===== src/rtl/core/mgsp_ram.sv =====
// ----------------------------------------------------------------------------
// mgsp_ram
// Simple dual-port RAM: one write port, one read port with registered data.
// ----------------------------------------------------------------------------
module mgsp_ram #(
    parameter int WIDTH = 8,
    parameter int DEPTH = 32
) (
    input  logic                     i_clk,
    input  logic                     i_we,
    input  logic [$clog2(DEPTH)-1:0] i_waddr,
    input  logic [WIDTH-1:0]         i_wdata,
    input  logic [$clog2(DEPTH)-1:0] i_raddr,
    output logic [WIDTH-1:0]         o_rdata
);

    logic [WIDTH-1:0] r_mem [DEPTH];

    always_ff @(posedge i_clk) begin
        if (i_we) begin
            r_mem[i_waddr] <= i_wdata;
        end
        o_rdata <= r_mem[i_raddr];
    end

endmodule


===== config.mk =====
export PLATFORM = sky130hd
export DESIGN_NAME = mgsp_ram
export DESIGN_NICKNAME = d
export VERILOG_FILES = /design/src/rtl/core/mgsp_ram.sv
export SDC_FILE = /design/constraint.sdc
export NUM_CORES = 1
export LEC_CHECK = 0
export ABC_CLOCK_PERIOD_IN_PS = 2200
export BUFFER_PORTS_ARGS = -buffer_cell sky130_fd_sc_hd__buf_2
export CELL_PAD_IN_SITES_DETAIL_PLACEMENT = 0
export CELL_PAD_IN_SITES_GLOBAL_PLACEMENT = 1
export CORE_MARGIN = 2
export CORE_UTILIZATION = 40
export CTS_BUF_LIST = sky130_fd_sc_hd__clkbuf_2 sky130_fd_sc_hd__clkbuf_4 sky130_fd_sc_hd__clkbuf_8
export DETAILED_ROUTE_END_ITERATION = 6
export PLACE_DENSITY = 0.64
export SLEW_MARGIN = 15
export SYNTH_ARGS = -nofsm -noshare
export SYNTH_HDL_FRONTEND = slang
export SYNTH_SLANG_ARGS = --single-unit

===== constraint.sdc =====
create_clock -name i_clk -period 2.2 [get_ports i_clk]
set_input_delay 0.22 -clock i_clk [delete_from_list [all_inputs] [get_ports i_clk]]
set_output_delay 0.22 -clock i_clk [all_outputs]
set_load 0.03 [all_outputs]

==> metrics.md <==
| Metric | Value |
|---|---|
| Worst setup EP type | register |
| Area of the multi-input gates | ~0.0021 sq mm |
| Root buffer cell | clkbuf_8 |
| Status | complete, no violations |
| Pwr Density | a little under 900 mW/mm^2 |
| DR WL/cell | 23.6 microns |
| CTS max path bufs | 3 |
| ANT nets after route | 0 |
| Period utilization | 0.839 |
| DIE HEIGHT | approximately 160 microns |
| Syn Area/Cell | 24.1 sq um |
| Mapped cell area | 0.0101 sq mm |
| Register area | around 0.008 sq mm |
| Peak supply drop | 0.369 mV |
| Finished Layout Cells | roughly 870 |
| # port buffers | 27 |
| Area delta synth->final | 16.7% |
| Crit path time final | 1.85 ns |
| Worst skew pair latency | approximately 0.54 ns |
| LEAKAGE | around 3.8 nW |
| Placement Setup Slack | -0.0521 ns |
| Placer congestion estimate | 0.748 |
| RSZ-0062 raised after global routing | no |
| Cell taking the most area after synthesis | edfxtp_1 |
| Largest net degree at the start of global routing | 33 |
| Crit-path cells | mux4_2 -> mux4_2 -> mux2_2 |
| Share of layout cells above drive strength 1 | 0.418 |
| WP data arrival | approximately 2.3 ns |
| Global Route Usage Sum | 0.162 |
| Post-CTS Resized | 0 |
| Cells after synthesis | between 400 and 500 |
| Achievable clock frequency | around 540 MHz |
| Core area | roughly 0.025 sq mm |
| Drt first-iter violations | 449 |
| Rows | 58 |
| Filler instances | 2022 |
| Inserted Diodes | 0 |
| I/O pins | 28 |
| First-pass GRT wire length | 31.0 mm |
| Post-synth ARST share | 0 |
| Clock sink count | ~260 |
| Most Frequent Cell on Critical Path | mux4_2 |
| Seq cells post-synth | between 200 and 300 |
| Synth top area cells | edfxtp_1 76%, mux4_2 18%, dfxtp_1 1.6%, nor2_1 1.2%, mux2_2 0.90% |
| Fin util | 0.471 |
| Metal-1 WL | ~9.4 mm |
| Syn Nets | ~440 |
| DRC errors left | 0 |
| Critical Path Start Type | register |
| Setup-failing EPs final | 0 |
| Detailed-route via count | 4600 |
| Slew of the pin with the lowest slew margin | 0.638 ns |
| Starting Density | 0.404 |
| Worst path max stage delay | between 0.5 and 0.6 ns |
| Count leader, synth | edfxtp_1 |
| Post-synth cell types | 15 |
| Slew HR | 0.575 |
| GRT overflow | 0 |
| EDFF count, synth | about 260 |
| Layout Nets | 530 |
| Tot Pwr | roughly 10 mW |
| Post-cts hold buffer count | 0 |
| Met3 routed WL | roughly 1.1 mm |
| First drt pass iteration count | 4 |
| H-tree Lvls | 2 |
| Setup bufs post-CTS | 0 |
| Number of max-cap violations | 0 |
| CTS tree | built |
| Synth Flop Type | edfxtp_1 |
| Clock slew at reported path FFs | 0.06 ns |
| Critical path type | register to register |
| DP Cell Count | 797 |
| Detailed placer's ending HPWL | ~13 mm |
| Warnings from Yosys | 0 |
| Die ar. | ~0.026 sq mm |
| Fin. Hold Viols | 0 |
| CP max FO | 1 |
| Final WS setup | around 0.35 ns |
| Worst Skew | 0.0192 ns |
| Die Wd | ~160 microns |
| Seq/Total Area, Yosys | 0.781 |
| Vias per std cell | around 5.3 |
| WP data required | about 2.6 ns |
| Slowest CP cell | mux4_2 |
| Hold crit path type | input pin to register |
| Via count of the first global-routing pass | roughly 4800 |
| Area share of the largest cell type after synthesis | 0.765 |
| WL met2 | between 9 and 10 mm |
| Antenna violations before repair | 0 |
| Number of CTS-inserted buffers | 41 |
| Slew Limit Fails | 0 |
| Synth top cells by count | 256 x edfxtp_1, 80 x mux4_2, 33 x nor2_1 |
| Top layer used by detailed routing | met4 |
| Total Wirelength | between 20 and 25 mm |
## report_power, final
group | internal (mW) | switching, mW
combinational | 0.256 | 0.337
sequential | 5.59 | 0.0237
clock | 2.19 | 1.78
total | 8.03 | 2.14
## area by class of cell
class | instances | area share
clock buffer | 60 | 0.0640
clock inverter | 14 | 0.00523
tap | 330 | 0.0352
multi-input combinational | 133 | 0.179
sequential | 264 | 0.669
timing repair buffer | 70 | 0.0478
## cell families after synthesis
kind of cell,Yosys count,synth area share
buffers and inverters,20,0.0106
and+or+nand+nor,45,0.0207
muxes,88,0.188
DFF,264,0.781
## placed cells by master (no fill, tap or decap)
| cell type | Yosys | layout |
|---|---|---|
| nand3_1 | 2 | 2 |
| clkinv_1 | 0 | 9 |
| or3_1 | 1 | 1 |
| nand3b_1 | 5 | 5 |
| clkbuf_8 | 0 | 48 |
| clkbuf_4 | 0 | 12 |
| dfxtp_1 | 8 | 8 |
| buf_4 | 6 | 36 |
| nor2_1 | 33 | 33 |
| clkinvlp_4 | 0 | 1 |
| mux4_2 | 80 | 80 |
| edfxtp_1 | 256 | 256 |
| mux2_2 | 8 | 8 |
| nand2_1 | 1 | 1 |
| buf_12 | 0 | 8 |
| clkinv_2 | 0 | 4 |
| or3b_2 | 3 | 3 |
| buf_2 | 1 | 26 |
## critical path, delay by kind of cell, from the launching register on
kind,cells,cell delay [ns]
multiplexers,3,1.38
flip-flops,1,0.36
## path summary, 6_finish.rpt
path	cells past startpoint	endpoint	slack, ns	from
min reg2reg	3	o_rdata[7]	0.88	r_mem[22][7]
min	2	o_rdata[6]	0.12	i_raddr[3]
max reg2reg	3	o_rdata[0]	0.35	r_mem[31][0]
max	3	o_rdata[0]	0.35	r_mem[31][0]
## state kept, by name, indices dropped and copies added, names as in the netlist
signal   cells
r_mem      256
o_rdata      8
## per-layer routing
metal / GRT usage / up-vias
li1: - / 1969
met1: 0.240 / 2454
met2: 0.246 / 142
met3: 0.0328 / 35
met4: 0.0471 / 0
met5: 0 / -
## stage by stage
stage | setup TNS (ns) | hold slack [ns] | instance area [sq um]
detailed placement | -0.0521 | 0.661 | 10900
floorplan | 0 | 0.319 | 10100
global route | 0 | 0.126 | 11700
CTS | 0 | 0.112 | 11700
finish | 0 | 0.119 | 11700
global placement | -0.0398 | 0.676 | 10900
Note: power is estimated with default switching activity, not from simulation.
